===== src/rtl/core/snfcs_pkg.sv =====
// Package for the SPI NOR flash command sequencer.
// Holds the phase type, operation and status codes, command bytes and the result beat type.
// No dependencies.
package snfcs_pkg;

  // Default geometry. Each of these must be a power of two.
  localparam int unsigned CapacityBytesDef = 8388608;
  localparam int unsigned PageBytesDef     = 256;
  localparam int unsigned SectorBytesDef   = 4096;

  // Configuration register indexes.
  localparam logic [1:0] CFG_POLL_LIMIT = 2'd0;
  localparam logic [1:0] CFG_MAKER      = 2'd1;
  localparam logic [1:0] CFG_CAPACITY   = 2'd2;

  // Configuration reset values.
  localparam logic [19:0] POLL_LIMIT_RST = 20'd1000000;
  localparam logic [7:0]  MAKER_RST      = 8'hEF;
  localparam logic [7:0]  CAPACITY_RST   = 8'h17;

  // Operation codes.
  localparam logic [2:0] OP_IDENTIFY = 3'd0;
  localparam logic [2:0] OP_READ     = 3'd1;
  localparam logic [2:0] OP_ERASE    = 3'd2;
  localparam logic [2:0] OP_PROGRAM  = 3'd3;
  localparam logic [2:0] OP_PG_BYTE  = 3'd4;
  localparam logic [2:0] OP_REPLY    = 3'd5;

  // Pending request codes.
  localparam logic [1:0] REQ_READ    = 2'd1;
  localparam logic [1:0] REQ_ERASE   = 2'd2;

  // Result kinds.
  localparam logic [1:0] KIND_SPI  = 2'd0;
  localparam logic [1:0] KIND_DATA = 2'd1;
  localparam logic [1:0] KIND_DONE = 2'd2;

  // Done status codes.
  localparam logic [2:0] ST_OK       = 3'd0;
  localparam logic [2:0] ST_NOINIT   = 3'd1;
  localparam logic [2:0] ST_BADARG   = 3'd2;
  localparam logic [2:0] ST_TIMEOUT  = 3'd3;
  localparam logic [2:0] ST_MISMATCH = 3'd4;

  // Flash command bytes.
  localparam logic [7:0] CMD_WREN    = 8'h06;
  localparam logic [7:0] CMD_RDSR    = 8'h05;
  localparam logic [7:0] CMD_READ    = 8'h03;
  localparam logic [7:0] CMD_PP      = 8'h02;
  localparam logic [7:0] CMD_SE      = 8'h20;
  localparam logic [7:0] CMD_RELEASE = 8'hAB;
  localparam logic [7:0] CMD_JEDEC   = 8'h9F;
  localparam logic [7:0] DUMMY_BYTE  = 8'hFF;

  typedef enum logic [3:0] {
    PH_IDLE, PH_ID_WAKE, PH_ID_CMD, PH_ID_BYTE, PH_PRE_CMD, PH_PRE_ST,
    PH_POST_CMD, PH_POST_ST, PH_WREN, PH_CMD, PH_ADDR, PH_RD_DATA,
    PH_PG_WAIT, PH_PG_DATA
  } phase_t;

  typedef struct packed {
    logic [1:0]  kind;
    logic [7:0]  mosi_byte;
    logic        frame_end;
    logic [23:0] value;
    logic [2:0]  status;
    logic        initialized;
    logic        last;
  } res_t;

  // Builds a result beat; initialized and last are filled in by the caller.
  function automatic res_t mk_res(logic [1:0] kind, logic [7:0] mosi, logic fend,
                                  logic [23:0] val, logic [2:0] st);
    res_t r;
    r.kind        = kind;
    r.mosi_byte   = mosi;
    r.frame_end   = fend;
    r.value       = val;
    r.status      = st;
    r.initialized = 1'b0;
    r.last        = 1'b0;
    return r;
  endfunction

endpackage


===== src/rtl/core/snfcs_in_if.sv =====
// Input channel: host requests, program bytes and SPI replies.
// No dependencies.
interface snfcs_in_if;
  logic        valid;
  logic        ready;
  logic [2:0]  operation;
  logic [23:0] address;
  logic [23:0] length;
  logic [7:0]  byte_value;
  modport source (output valid, operation, address, length, byte_value, input ready);
  modport sink (input valid, operation, address, length, byte_value, output ready);
endinterface


===== src/rtl/core/snfcs_out_if.sv =====
// Result channel: SPI bytes, read data and done beats.
// No dependencies.
interface snfcs_out_if;
  logic        valid;
  logic        ready;
  logic [1:0]  kind;
  logic [7:0]  mosi_byte;
  logic        frame_end;
  logic [23:0] value;
  logic [2:0]  status;
  logic        initialized;
  logic        last;
  modport source (output valid, kind, mosi_byte, frame_end, value, status, initialized,
                  last, input ready);
  modport sink (input valid, kind, mosi_byte, frame_end, value, status, initialized,
                last, output ready);
endinterface


===== src/rtl/core/snfcs_cfg_if.sv =====
// Configuration write channel: register index and write data.
// No dependencies.
interface snfcs_cfg_if;
  logic        valid;
  logic        ready;
  logic [1:0]  index;
  logic [19:0] data;
  modport source (output valid, index, data, input ready);
  modport sink (input valid, index, data, output ready);
endinterface


===== src/rtl/core/snfcs_res_fifo.sv =====
// Four-entry result queue that takes up to two beats and gives one per cycle while out_ready is high.
// Depends on snfcs_pkg.
module snfcs_res_fifo (
  input  logic             clk,
  input  logic             rst_n,
  input  logic             push0,
  input  logic             push1,
  input  snfcs_pkg::res_t  din0,
  input  snfcs_pkg::res_t  din1,
  output logic             room2,
  output logic             out_valid,
  input  logic             out_ready,
  output snfcs_pkg::res_t  dout,
  output logic [2:0]       count
);
  import snfcs_pkg::*;

  res_t       mem_r [4];
  logic [1:0] wp_r, wp_nxt, rp_r, rp_nxt;
  logic [2:0] cnt_r, cnt_nxt;
  logic       pop;

  assign pop       = out_valid && out_ready;
  assign out_valid = (cnt_r != 3'd0);
  assign room2     = (cnt_r <= 3'd2);
  assign dout      = mem_r[rp_r];
  assign count     = cnt_r;

  // Pointer and fill bookkeeping; push1 is only used together with push0.
  always_comb begin
    wp_nxt  = wp_r + {1'b0, push0} + {1'b0, push1};
    rp_nxt  = rp_r + {1'b0, pop};
    cnt_nxt = cnt_r + {2'b0, push0} + {2'b0, push1} - {2'b0, pop};
  end

  always_ff @(posedge clk) begin
    if (!rst_n) begin
      wp_r  <= '0;
      rp_r  <= '0;
      cnt_r <= '0;
    end else begin
      wp_r  <= wp_nxt;
      rp_r  <= rp_nxt;
      cnt_r <= cnt_nxt;
    end
  end

  // Storage needs no reset.
  always_ff @(posedge clk) begin
    if (push0) mem_r[wp_r] <= din0;
    if (push1) mem_r[wp_r + 2'd1] <= din1;
  end

endmodule


===== src/rtl/core/spi_nor_flash_command_sequencer_core.sv =====
// SPI NOR flash command sequencer, top level.
// With an empty result queue, the first result beat of an input beat is offered in the cycle
// after it is accepted, and a second beat, if any, is queued behind it.
// Throughput: one input beat per cycle while the result queue holds at most two beats; each input
// causes at most two result beats, and the four-entry queue drains one beat per cycle while out_ch.ready is high.
// Reset (rst_n, synchronous): phase idle, flag and identity cleared, registers to defaults.
// Depends on snfcs_pkg, the channel interfaces and snfcs_res_fifo.
module spi_nor_flash_command_sequencer_core #(
  parameter int unsigned CAPACITY_BYTES = snfcs_pkg::CapacityBytesDef,
  parameter int unsigned PAGE_BYTES     = snfcs_pkg::PageBytesDef,
  parameter int unsigned SECTOR_BYTES   = snfcs_pkg::SectorBytesDef
) (
  input logic          clk,
  input logic          rst_n,
  snfcs_in_if.sink     in_ch,
  snfcs_out_if.source  out_ch,
  snfcs_cfg_if.sink    cfg_ch
);
  import snfcs_pkg::*;

  localparam logic [24:0] CAP   = 25'(CAPACITY_BYTES);
  localparam logic [24:0] PAGE  = 25'(PAGE_BYTES);
  localparam logic [23:0] PMASK = 24'(PAGE_BYTES - 1);
  localparam logic [23:0] SMASK = 24'(SECTOR_BYTES - 1);

  // Configuration registers.
  logic [19:0] limit_r;
  logic [7:0]  maker_r, capc_r;

  // Sequencer state.
  phase_t      phase_r, phase_nxt;
  logic        flag_r, flag_nxt;
  logic [23:0] ident_r, ident_nxt;
  logic [23:0] addr_r, addr_nxt;
  logic [23:0] left_r, left_nxt;
  logic [19:0] pcnt_r, pcnt_nxt;
  logic [1:0]  fidx_r, fidx_nxt;
  logic [1:0]  preq_r, preq_nxt;

  res_t        res0, res1, r0f, r1f, head;
  logic [1:0]  nres;
  logic        accept, room2;
  logic [2:0]  qcount;
  logic        bad;
  logic [24:0] a25, l25;
  logic [23:0] left_dec, id_new;
  logic [19:0] pcnt_inc;
  logic [7:0]  b;

  assign cfg_ch.ready = 1'b1;
  assign in_ch.ready  = room2;
  assign accept       = in_ch.valid && room2;
  assign b            = in_ch.byte_value;

  // Argument check for read, erase and program requests.
  always_comb begin
    a25 = {1'b0, in_ch.address};
    l25 = {1'b0, in_ch.length};
    bad = 1'b0;
    if (a25 >= CAP) begin
      bad = 1'b1;
    end else if (in_ch.operation == OP_ERASE) begin
      bad = ((in_ch.address & SMASK) != 24'd0);
    end else if (l25 == 25'd0 || l25 > CAP - a25) begin
      bad = 1'b1;
    end else if (in_ch.operation == OP_PROGRAM) begin
      bad = (l25 > PAGE) || ({1'b0, in_ch.address & PMASK} + l25 > PAGE);
    end
  end

  assign left_dec = (left_r != 24'd0) ? left_r - 24'd1 : 24'd0;
  assign id_new   = {ident_r[15:0], b};
  assign pcnt_inc = pcnt_r + 20'd1;

  // Next state and the result beats caused by the current input beat.
  always_comb begin
    phase_nxt = phase_r;
    flag_nxt  = flag_r;
    ident_nxt = ident_r;
    addr_nxt  = addr_r;
    left_nxt  = left_r;
    pcnt_nxt  = pcnt_r;
    fidx_nxt  = fidx_r;
    preq_nxt  = preq_r;
    nres      = 2'd0;
    res0      = '0;
    res1      = '0;
    if (in_ch.operation <= OP_PROGRAM) begin
      if (phase_r == PH_IDLE) begin
        preq_nxt = in_ch.operation[1:0];
        nres     = 2'd1;
        if (in_ch.operation == OP_IDENTIFY) begin
          flag_nxt  = 1'b0;
          ident_nxt = '0;
          res0      = mk_res(KIND_SPI, CMD_RELEASE, 1'b1, '0, ST_OK);
          phase_nxt = PH_ID_WAKE;
        end else if (!flag_r) begin
          res0      = mk_res(KIND_DONE, '0, 1'b0, '0, ST_NOINIT);
          phase_nxt = PH_IDLE;
        end else if (bad) begin
          res0      = mk_res(KIND_DONE, '0, 1'b0, '0, ST_BADARG);
          phase_nxt = PH_IDLE;
        end else begin
          addr_nxt = in_ch.address;
          left_nxt = (in_ch.operation == OP_ERASE) ? '0 : in_ch.length;
          pcnt_nxt = '0;
          if (limit_r == 20'd0) begin
            res0      = mk_res(KIND_DONE, '0, 1'b0, '0, ST_TIMEOUT);
            phase_nxt = PH_IDLE;
          end else begin
            res0      = mk_res(KIND_SPI, CMD_RDSR, 1'b0, '0, ST_OK);
            phase_nxt = PH_PRE_CMD;
          end
        end
      end
    end else if (in_ch.operation == OP_PG_BYTE) begin
      if (phase_r == PH_PG_WAIT) begin
        nres      = 2'd1;
        res0      = mk_res(KIND_SPI, b, left_r <= 24'd1, '0, ST_OK);
        phase_nxt = PH_PG_DATA;
      end
    end else if (in_ch.operation == OP_REPLY) begin
      nres = 2'd1;
      unique case (phase_r)
        PH_ID_WAKE: begin
          res0      = mk_res(KIND_SPI, CMD_JEDEC, 1'b0, '0, ST_OK);
          phase_nxt = PH_ID_CMD;
        end
        PH_ID_CMD: begin
          fidx_nxt  = 2'd0;
          res0      = mk_res(KIND_SPI, DUMMY_BYTE, 1'b0, '0, ST_OK);
          phase_nxt = PH_ID_BYTE;
        end
        PH_ID_BYTE: begin
          ident_nxt = id_new;
          if (fidx_r < 2'd2) begin
            fidx_nxt = fidx_r + 2'd1;
            res0     = mk_res(KIND_SPI, DUMMY_BYTE, fidx_r == 2'd1, '0, ST_OK);
          end else begin
            flag_nxt  = (id_new[23:16] == maker_r) && (id_new[7:0] == capc_r);
            res0      = mk_res(KIND_DONE, '0, 1'b0, id_new,
                               flag_nxt ? ST_OK : ST_MISMATCH);
            phase_nxt = PH_IDLE;
          end
        end
        PH_PRE_CMD: begin
          res0      = mk_res(KIND_SPI, DUMMY_BYTE, 1'b1, '0, ST_OK);
          phase_nxt = PH_PRE_ST;
        end
        PH_POST_CMD: begin
          res0      = mk_res(KIND_SPI, DUMMY_BYTE, 1'b1, '0, ST_OK);
          phase_nxt = PH_POST_ST;
        end
        PH_PRE_ST, PH_POST_ST: begin
          if (b[0]) begin
            pcnt_nxt = pcnt_inc;
            if (pcnt_inc >= limit_r) begin
              res0      = mk_res(KIND_DONE, '0, 1'b0, '0, ST_TIMEOUT);
              phase_nxt = PH_IDLE;
            end else begin
              res0      = mk_res(KIND_SPI, CMD_RDSR, 1'b0, '0, ST_OK);
              phase_nxt = (phase_r == PH_POST_ST) ? PH_POST_CMD : PH_PRE_CMD;
            end
          end else if (phase_r == PH_POST_ST) begin
            res0      = mk_res(KIND_DONE, '0, 1'b0, '0, ST_OK);
            phase_nxt = PH_IDLE;
          end else if (preq_r == REQ_READ) begin
            res0      = mk_res(KIND_SPI, CMD_READ, 1'b0, '0, ST_OK);
            phase_nxt = PH_CMD;
          end else begin
            res0      = mk_res(KIND_SPI, CMD_WREN, 1'b1, '0, ST_OK);
            phase_nxt = PH_WREN;
          end
        end
        PH_WREN: begin
          res0      = mk_res(KIND_SPI, (preq_r == REQ_ERASE) ? CMD_SE : CMD_PP,
                             1'b0, '0, ST_OK);
          phase_nxt = PH_CMD;
        end
        PH_CMD: begin
          fidx_nxt  = 2'd0;
          res0      = mk_res(KIND_SPI, addr_r[23:16], 1'b0, '0, ST_OK);
          phase_nxt = PH_ADDR;
        end
        PH_ADDR: begin
          if (fidx_r < 2'd2) begin
            fidx_nxt = fidx_r + 2'd1;
            res0     = mk_res(KIND_SPI, (fidx_r == 2'd0) ? addr_r[15:8] : addr_r[7:0],
                              (fidx_r == 2'd1) && (preq_r == REQ_ERASE), '0, ST_OK);
          end else if (preq_r == REQ_READ) begin
            res0      = mk_res(KIND_SPI, DUMMY_BYTE, left_r == 24'd1, '0, ST_OK);
            phase_nxt = PH_RD_DATA;
          end else if (preq_r == REQ_ERASE) begin
            pcnt_nxt = '0;
            if (limit_r == 20'd0) begin
              res0      = mk_res(KIND_DONE, '0, 1'b0, '0, ST_TIMEOUT);
              phase_nxt = PH_IDLE;
            end else begin
              res0      = mk_res(KIND_SPI, CMD_RDSR, 1'b0, '0, ST_OK);
              phase_nxt = PH_POST_CMD;
            end
          end else begin
            nres      = 2'd0;
            phase_nxt = PH_PG_WAIT;
          end
        end
        PH_RD_DATA: begin
          nres     = 2'd2;
          left_nxt = left_dec;
          res0     = mk_res(KIND_DATA, '0, 1'b0, {16'd0, b}, ST_OK);
          if (left_dec == 24'd0) begin
            res1      = mk_res(KIND_DONE, '0, 1'b0, '0, ST_OK);
            phase_nxt = PH_IDLE;
          end else begin
            res1 = mk_res(KIND_SPI, DUMMY_BYTE, left_dec == 24'd1, '0, ST_OK);
          end
        end
        PH_PG_DATA: begin
          left_nxt = left_dec;
          if (left_dec == 24'd0) begin
            pcnt_nxt = '0;
            if (limit_r == 20'd0) begin
              res0      = mk_res(KIND_DONE, '0, 1'b0, '0, ST_TIMEOUT);
              phase_nxt = PH_IDLE;
            end else begin
              res0      = mk_res(KIND_SPI, CMD_RDSR, 1'b0, '0, ST_OK);
              phase_nxt = PH_POST_CMD;
            end
          end else begin
            nres      = 2'd0;
            phase_nxt = PH_PG_WAIT;
          end
        end
        default: begin
          nres = 2'd0;
        end
      endcase
    end
  end

  // Every beat reports the flag as it stands once this input is applied.
  always_comb begin
    r0f             = res0;
    r1f             = res1;
    r0f.initialized = flag_nxt;
    r1f.initialized = flag_nxt;
    r0f.last        = (nres == 2'd1);
    r1f.last        = 1'b1;
  end

  always_ff @(posedge clk) begin
    if (!rst_n) begin
      phase_r <= PH_IDLE;
      flag_r  <= 1'b0;
      ident_r <= '0;
      addr_r  <= '0;
      left_r  <= '0;
      pcnt_r  <= '0;
      fidx_r  <= '0;
      preq_r  <= '0;
    end else if (accept) begin
      phase_r <= phase_nxt;
      flag_r  <= flag_nxt;
      ident_r <= ident_nxt;
      addr_r  <= addr_nxt;
      left_r  <= left_nxt;
      pcnt_r  <= pcnt_nxt;
      fidx_r  <= fidx_nxt;
      preq_r  <= preq_nxt;
    end
  end

  // Configuration writes; indexes past the list are dropped.
  always_ff @(posedge clk) begin
    if (!rst_n) begin
      limit_r <= POLL_LIMIT_RST;
      maker_r <= MAKER_RST;
      capc_r  <= CAPACITY_RST;
    end else if (cfg_ch.valid) begin
      unique case (cfg_ch.index)
        CFG_POLL_LIMIT: limit_r <= cfg_ch.data;
        CFG_MAKER:      maker_r <= cfg_ch.data[7:0];
        CFG_CAPACITY:   capc_r  <= cfg_ch.data[7:0];
        default: ;
      endcase
    end
  end

  snfcs_res_fifo u_fifo (
    .clk       (clk),
    .rst_n     (rst_n),
    .push0     (accept && (nres != 2'd0)),
    .push1     (accept && (nres == 2'd2)),
    .din0      (r0f),
    .din1      (r1f),
    .room2     (room2),
    .out_valid (out_ch.valid),
    .out_ready (out_ch.ready),
    .dout      (head),
    .count     (qcount)
  );

  assign out_ch.kind        = head.kind;
  assign out_ch.mosi_byte   = head.mosi_byte;
  assign out_ch.frame_end   = head.frame_end;
  assign out_ch.value       = head.value;
  assign out_ch.status      = head.status;
  assign out_ch.initialized = head.initialized;
  assign out_ch.last        = head.last;

  // The result queue never overfills.
  a_qbound: assert property (@(posedge clk) disable iff (!rst_n) qcount <= 3'd4)
    else $error("result queue overfilled");

  // A request refused for lack of identity yields a beat on the next cycle.
  a_noinit: assert property (@(posedge clk) disable iff (!rst_n)
    (accept && phase_r == PH_IDLE && !flag_r && in_ch.operation != OP_IDENTIFY &&
     in_ch.operation <= OP_PROGRAM) |=> out_ch.valid)
    else $error("refused request gave no result");

  // Frame byte index stays within the three-byte fields.
  a_fidx: assert property (@(posedge clk) disable iff (!rst_n) fidx_r != 2'd3)
    else $error("frame index out of range");

  // Waiting for program data means a positive byte count remains.
  a_pgwait: assert property (@(posedge clk) disable iff (!rst_n)
    (phase_r == PH_PG_WAIT) |-> (left_r != 24'd0))
    else $error("program wait with no bytes left");

endmodule

===== src/flat_wrapper.sv =====
// flat-port wrapper written by rule: the top's interface ports become plain ports
module spi_nor_flash_command_sequencer_core_flat import snfcs_pkg::*;
#(
  parameter int unsigned CAPACITY_BYTES = snfcs_pkg::CapacityBytesDef,
  parameter int unsigned PAGE_BYTES     = snfcs_pkg::PageBytesDef,
  parameter int unsigned SECTOR_BYTES   = snfcs_pkg::SectorBytesDef
)
  (clk, rst_n, in_ch_valid, in_ch_operation, in_ch_address, in_ch_length, in_ch_byte_value, in_ch_ready, out_ch_valid, out_ch_kind, out_ch_mosi_byte, out_ch_frame_end, out_ch_value, out_ch_status, out_ch_initialized, out_ch_last, out_ch_ready, cfg_ch_valid, cfg_ch_index, cfg_ch_data, cfg_ch_ready);
  snfcs_in_if in_ch_i ();
  snfcs_out_if out_ch_i ();
  snfcs_cfg_if cfg_ch_i ();
  input logic clk;
  input logic rst_n;
  input wire logic [$bits(in_ch_i.valid)-1:0] in_ch_valid;
  input wire logic [$bits(in_ch_i.operation)-1:0] in_ch_operation;
  input wire logic [$bits(in_ch_i.address)-1:0] in_ch_address;
  input wire logic [$bits(in_ch_i.length)-1:0] in_ch_length;
  input wire logic [$bits(in_ch_i.byte_value)-1:0] in_ch_byte_value;
  output wire logic [$bits(in_ch_i.ready)-1:0] in_ch_ready;
  output wire logic [$bits(out_ch_i.valid)-1:0] out_ch_valid;
  output wire logic [$bits(out_ch_i.kind)-1:0] out_ch_kind;
  output wire logic [$bits(out_ch_i.mosi_byte)-1:0] out_ch_mosi_byte;
  output wire logic [$bits(out_ch_i.frame_end)-1:0] out_ch_frame_end;
  output wire logic [$bits(out_ch_i.value)-1:0] out_ch_value;
  output wire logic [$bits(out_ch_i.status)-1:0] out_ch_status;
  output wire logic [$bits(out_ch_i.initialized)-1:0] out_ch_initialized;
  output wire logic [$bits(out_ch_i.last)-1:0] out_ch_last;
  input wire logic [$bits(out_ch_i.ready)-1:0] out_ch_ready;
  input wire logic [$bits(cfg_ch_i.valid)-1:0] cfg_ch_valid;
  input wire logic [$bits(cfg_ch_i.index)-1:0] cfg_ch_index;
  input wire logic [$bits(cfg_ch_i.data)-1:0] cfg_ch_data;
  output wire logic [$bits(cfg_ch_i.ready)-1:0] cfg_ch_ready;
  assign in_ch_i.valid = in_ch_valid;
  assign in_ch_i.operation = in_ch_operation;
  assign in_ch_i.address = in_ch_address;
  assign in_ch_i.length = in_ch_length;
  assign in_ch_i.byte_value = in_ch_byte_value;
  assign in_ch_ready = in_ch_i.ready;
  assign out_ch_valid = out_ch_i.valid;
  assign out_ch_kind = out_ch_i.kind;
  assign out_ch_mosi_byte = out_ch_i.mosi_byte;
  assign out_ch_frame_end = out_ch_i.frame_end;
  assign out_ch_value = out_ch_i.value;
  assign out_ch_status = out_ch_i.status;
  assign out_ch_initialized = out_ch_i.initialized;
  assign out_ch_last = out_ch_i.last;
  assign out_ch_i.ready = out_ch_ready;
  assign cfg_ch_i.valid = cfg_ch_valid;
  assign cfg_ch_i.index = cfg_ch_index;
  assign cfg_ch_i.data = cfg_ch_data;
  assign cfg_ch_ready = cfg_ch_i.ready;
  spi_nor_flash_command_sequencer_core #(.CAPACITY_BYTES(CAPACITY_BYTES), .PAGE_BYTES(PAGE_BYTES), .SECTOR_BYTES(SECTOR_BYTES)) u_core (.clk(clk), .rst_n(rst_n), .in_ch(in_ch_i), .out_ch(out_ch_i), .cfg_ch(cfg_ch_i));
endmodule

===== config.mk =====
export PLATFORM = sky130hd
export DESIGN_NAME = spi_nor_flash_command_sequencer_core_flat
export DESIGN_NICKNAME = d
export VERILOG_FILES = /design/src/rtl/core/snfcs_pkg.sv /design/src/rtl/core/snfcs_in_if.sv /design/src/rtl/core/snfcs_out_if.sv /design/src/rtl/core/snfcs_cfg_if.sv /design/src/rtl/core/snfcs_res_fifo.sv /design/src/rtl/core/spi_nor_flash_command_sequencer_core.sv /design/src/flat_wrapper.sv
export SDC_FILE = /design/constraint.sdc
export NUM_CORES = 1
export LEC_CHECK = 0
export ABC_CLOCK_PERIOD_IN_PS = 6700
export BUFFER_PORTS_ARGS = -buffer_cell sky130_fd_sc_hd__buf_4
export CORE_MARGIN = 1.5
export CORE_UTILIZATION = 48
export DETAILED_ROUTE_END_ITERATION = 7
export PLACE_DENSITY = 0.69
export SLEW_MARGIN = 5
export SYNTH_ARGS = -nofsm -noshare
export SYNTH_HDL_FRONTEND = slang
export SYNTH_HIERARCHICAL = 1
export SYNTH_SLANG_ARGS = --single-unit

===== constraint.sdc =====
create_clock -name clk -period 6.7 [get_ports clk]
set_input_delay 0.67 -clock clk [delete_from_list [all_inputs] [get_ports clk]]
set_output_delay 0.67 -clock clk [all_outputs]
set_load 0.01 [all_outputs]

# After elaboration in Yosys (flattened, before gate mapping)
# Memory sizes are Yosys's and may differ from the RTL's. A register that Yosys moved wholly into a read port is not among the register bits.
# Cells that the tools add are included.
# classes
n_reduce_logical	42
n_lt_le_gt_ge	9
muxes	106
bitwise	4
add_sub_neg	12
eq_ne	44
# ops
op	n
40-bit two-way mux	21
40-bit case mux with 10 select lines	1
20-bit two-way mux	12
24-bit two-way mux	10
16-bit two-way mux	6
4-bit two-way mux	17
20-bit case mux with 3 select lines	1
24-bit by 1-bit equality test with 1-bit output, second input constant	2
24-bit zero test	2
24-bit nonzero test	2
4-bit case mux with 11 select lines	1
38-bit two-way mux	1
33-bit two-way mux	1
8-bit by 24-bit adder with 25-bit output	1
24-bit by 25-bit > comparator with 1-bit output	1
25-bit by 9-bit > comparator with 1-bit output, second input constant	1
24-bit by 24-bit subtractor with 25-bit output, first input constant	1
4-bit equality test, second input constant	6
24-bit greater-or-equal comparator, second input constant	1
24-bit by 9-bit > comparator with 1-bit output, second input constant	1
24-bit by 1-bit less-or-equal comparator with 1-bit output, second input constant	1
24-bit by 1-bit subtractor with 24-bit output, second input constant	1
20-bit by 1-bit adder with 20-bit output, second input constant	1
20-bit greater-or-equal comparator	1
45 further kinds	124
# totals
regBits	136
n_memories	1
input_bits	86
out_inout_bits	43
wordCells	232
mem_bits_rw	160
# memory_table
memory	words	width	read_ports	rd_ports_with_merged_regs	write_ports	line_no	source
u_core.u_fifo.mem_r	4	40	1	1	2	snfcs_res_fifo.sv:18	res_t mem_r [4];

# Longest topological paths before layout
# logic_depth
depth_word	13
depth_mapped	20
depth_no_buf	19

# By module
# Netlist, hierarchy kept.
# by_module_without_submodules
module	instances	cells_per_inst	area_per_inst_um2
spi_nor_flash_command_sequencer_core	1	1269	9634.2
snfcs_res_fifo	1	431	8087.8

# Least setup slack after synthesis
# OpenSTA, ideal clock, no wires.
# synth_timing
kind	register -> register
startpoint	register u_core.left_r[0]
endpoint	memory u_core/u_fifo/mem_r[0][0] in the netlist's numbering (enable)
path_stages_with_launch	16
n_path_buf	2
slack_ns	0.262
arrival_ns	5.945
setup_time_ns	0.493
t_required_ns	6.207
cell_sequence	dfxtp_1 clkbuf_1 inv_1 ha_1 or3b_2 buf_2 o32ai_1 a32oi_1 a2111oi_0 and3_1 o21ai_1 o21ai_0 a211o_1 o21ba_2 nand2b_1 o21ai_0
# synth_lines
element	line_no	source
start: declaration	spi_nor_flash_command_sequencer_core.sv:35	logic [23:0] left_r, left_nxt;
start signal: assignment	spi_nor_flash_command_sequencer_core.sv:266	left_r <= left_nxt;
end: declaration	snfcs_res_fifo.sv:18	

==> impl_metrics.toml <==
[die]
die_w_um = 195.1
top_level_ports = 129
floorplan.core_area_um2 = 36430
dieHeight_um = 195.1
initial_utilization_pct = 48.64
floorplan.die_area_um2 = 38080
row_count = 70

[layout]
final_nets = 2051
area_delta_synth_final_pct = 16.51
layout_cell_area_excl_fill_um2 = 20650
antenna_cells_inserted = 0
drive_gt1_share_pct = 23.63
fillers = 3104
finish.utilization_pct = 56.67

[timing]
fin_setup_tns_ns = 0
finalMaxSlewViolations = 0
finalWorstSetupSlack_ns = 1.474
period_needed_ns = 5.226
final.setup_skew_ns = 0.02399
setup_violations = 0
rsz0062_at_grt = "false"
period_share_pct = 77.99
max-slew-margin-rel_pct = 21.12
worst-slew-pin-transition_ns = 1.179
hold_fails_final_rpt = 0
max_freq_ghz = 0.1914

[route]
antenna_violating_nets_post_route = 0
detail_route.wl_per_cell_um = 20.06
finalWirelength_um = 47930
detailroute.via_count = 13960
viasPerCell = 5.843
detail_route.drc_violations = 0
drt-pass1-iter-count = 5
drtIter0Drc = 1397

[pwr]
cellInternalPower_mw = 3.764
power_spent_charging_and_discharging_nets_mw = 1.511
seqPwrFrac_pct = 39.5
power.combinational.fraction_pct = 24.4
swShare_pct = 28.64
power.density_nw_per_um2 = 255.5
p_leak_nw = 8.438
p_clk_share_pct = 36.0
finalPower_mw = 5.275
worst_vdd_ir_uv = 183.4

[synthesis]
synth.area.top_cells = "sky130_fd_sc_hd__edfxtp_1 27%, sky130_fd_sc_hd__dfxtp_1 15%, sky130_fd_sc_hd__mux2_2 10%"
synth-seq-cells = 296
syn_avg_cell_area_um2 = 10.42
synth-seq-area-share_pct = 42.47
synth_top_cells_by_count = "164 x sky130_fd_sc_hd__mux2_2, 160 x sky130_fd_sc_hd__edfxtp_1, 159 x sky130_fd_sc_hd__nand2_1"
library_cell_with_the_highest_instance_count_after_synthesis = "sky130_fd_sc_hd__mux2_2"
netlist_instances = 1700
async_flop_share_pct = 0
synth_area_um2 = 17720
synthFlopType = "sky130_fd_sc_hd__edfxtp_1"
synth_edf_count = 160
number_of_different_library_cells_in_the_post_synthesis_netlist = 79
yosys.area.top_type_share_pct = 27.11
synth.largest_area_cell = "sky130_fd_sc_hd__edfxtp_1"
ys.warnings.count = 6

[setup_path]
worstPathRequired_ns = 6.90
max_stage_delay_ns = 0.63
crit_path_cell_trace = "inv_1, ha_1, nor3b_1, nand2_1, o32a_1, a2111oi_0, and3_1, o21ai_1, o21ai_0, a211o_1, o21ba_2, mux2i_1, nor2b_4, buf_12"
path_delay_family = "compound AO/OA/AOI/OAI gates"
setup.worst_path.class = "reg -> reg"
timing.critical_path.arrival_ns = 5.43
cp-start-kind = "flop"
cp-startpoint = "u_core/left_r[0]"
critPathCaptureType = "flop"
critical_path.reg2reg.startpoint = "u_core/left_r[0]"
critical_path.max_fanout = 29
number_of_buffers_and_inverters_on_the_critical_path = 2
crit_slowest_cell = "sky130_fd_sc_hd__a2111oi_0"

[place]
port_buffers = 127
detailedPlace.worstSlack_ns = 1.059
finalWeightedCongestion = 0.9392
dp_hpwl_um = 33180
dpl_cell_area_um2 = 19490

[cts]
cts_made_buffers = 34
max-clock-path-buffers = 3
cts_root_buf = "sky130_fd_sc_hd__clkbuf_16"
insertion_delay_ns = 0.53
number_of_cells_upsized_or_downsized_after_cts = 0
deepest_level_of_the_cts_h_tree = 2
path_clk_slew_ns = 0.06
cts_tree = "built"
cts.sink_count = 296
postCtsSetupBuffers = 0
holdBufCountCts = 0

[worst_hold_path]
hp-class = "in -> reg"
timing.hold.worst.start = "cfg_ch_data[16]"

[global_routing]
grt_total_ovfl = 0
grt_start_max_net_pins = 90
grt_pass1_vias = 13900
grt_antenna_before_repair = 1
grt_pass1_wl_um = 75750
grt.total_usage_pct = 24.91

[run]
maxcap_viol_count = 0

[outcome]
outcome = "completed"
-- worst min-delay path, delay by kind of cell --
family                 cells  cell delay [ns]
buffers and inverters      1             0.07
AOI/OAI and AO/OA          1             0.07
and+or+nand+nor            1             0.04
-- state kept, by name, indices dropped and copies added (netlist names), 3 cells and up --
name and cells:
u_core/addr_r 24, u_core/capc_r 8, u_core/ident_r 16, u_core/left_r 24, u_core/limit_r 20, u_core/maker_r 8, u_core/pcnt_r 20, u_core/phase_r 4
u_core/u_fifo/count 3, u_core/u_fifo/mem_r 160
-- final cells by class --
| cell class | count | area, um2 | share of cell area (%) |
|---|---|---|---|
| timing repair buffer | 149 | 1169 | 5.660 |
| sequential | 296 | 7530 | 36.47 |
| multi-input combinational | 1368 | 10020 | 48.55 |
| inverter | 48 | 180.2 | 0.8726 |
| tap | 468 | 585.6 | 2.836 |
| clock inverter | 8 | 107.6 | 0.5211 |
| clock buffer | 52 | 1052 | 5.096 |
-- path summary, 6_finish.rpt --
| check | cells past startpoint | slack (ns) | endpoint |
|---|---|---|---|
| hold reg to reg | 2 | 0.47 | u_core/ident_r[2] |
| setup / recovery | 14 | 1.47 | u_core/u_fifo/mem_r[3][15] |
| hold / removal | 3 | 0.38 | u_core/limit_r[16] |
| setup reg to reg | 14 | 1.47 | u_core/u_fifo/mem_r[3][15] |
-- power by group through the flow --
stage / clock, mW / sequential, mW / combinational [mW]
finish: 1.90 / 2.09 / 1.29
CTS: 1.93 / 2.09 / 1.29
global placement: 0 / 2.12 / 1.26
global route: 2.00 / 2.10 / 1.39
detailed placement: 0 / 2.12 / 1.28
floorplan: 0 / 2.08 / 0.842
-- cell families after synthesis --
logic type,share of synthesized area [%]
xor gates and xnor gates,3.707
other,0.04238
and+or+nand+nor,15.71
AOI/OAI and AO/OA,11.52
muxes,17.78
adders and majority gates,4.970
buffers and inverters,3.791
DFF,42.47
-- stage by stage --
stage                     hold slack (ns)  std cells
after global placement             0.4507       2329
after floorplan                    0.4406       1815
after detailed placement           0.4557       2329
final                              0.3845       2389
after CTS                          0.3757       2389
after global routing               0.3813       2389
-- cell usage in the layout, fill, tap and decap left out, types with 27 or more instances in the layout --
| cell | instances |
|---|---|
| sky130_fd_sc_hd__clkbuf_16 | 36 |
| sky130_fd_sc_hd__nand2_1 | 159 |
| sky130_fd_sc_hd__and2_1 | 36 |
| sky130_fd_sc_hd__dfxtp_1 | 134 |
| sky130_fd_sc_hd__xor2_1 | 28 |
| sky130_fd_sc_hd__conb_1 | 117 |
| sky130_fd_sc_hd__nor2_1 | 130 |
| sky130_fd_sc_hd__ha_1 | 64 |
| sky130_fd_sc_hd__inv_1 | 46 |
| sky130_fd_sc_hd__edfxtp_1 | 160 |
| sky130_fd_sc_hd__mux2i_1 | 37 |
| sky130_fd_sc_hd__nand3_1 | 82 |
| sky130_fd_sc_hd__mux4_2 | 40 |
| sky130_fd_sc_hd__mux2_2 | 164 |
| sky130_fd_sc_hd__nor3_1 | 30 |
| sky130_fd_sc_hd__xnor2_1 | 47 |
| sky130_fd_sc_hd__nand4_1 | 27 |
| sky130_fd_sc_hd__a21oi_1 | 95 |
| sky130_fd_sc_hd__buf_4 | 145 |
| sky130_fd_sc_hd__o21ai_0 | 45 |
-- routing by layer --
layer  global-route usage [%]  up-vias  wire length (um)
met1                    32.68     6780             20490
met4                    6.690        2               991
met3                    3.627       79              2881
met2                    43.00      482             23560
met5                        0        -                14
li1                         -     6617                 -
Note: power is estimated with default switching activity, not from simulation.
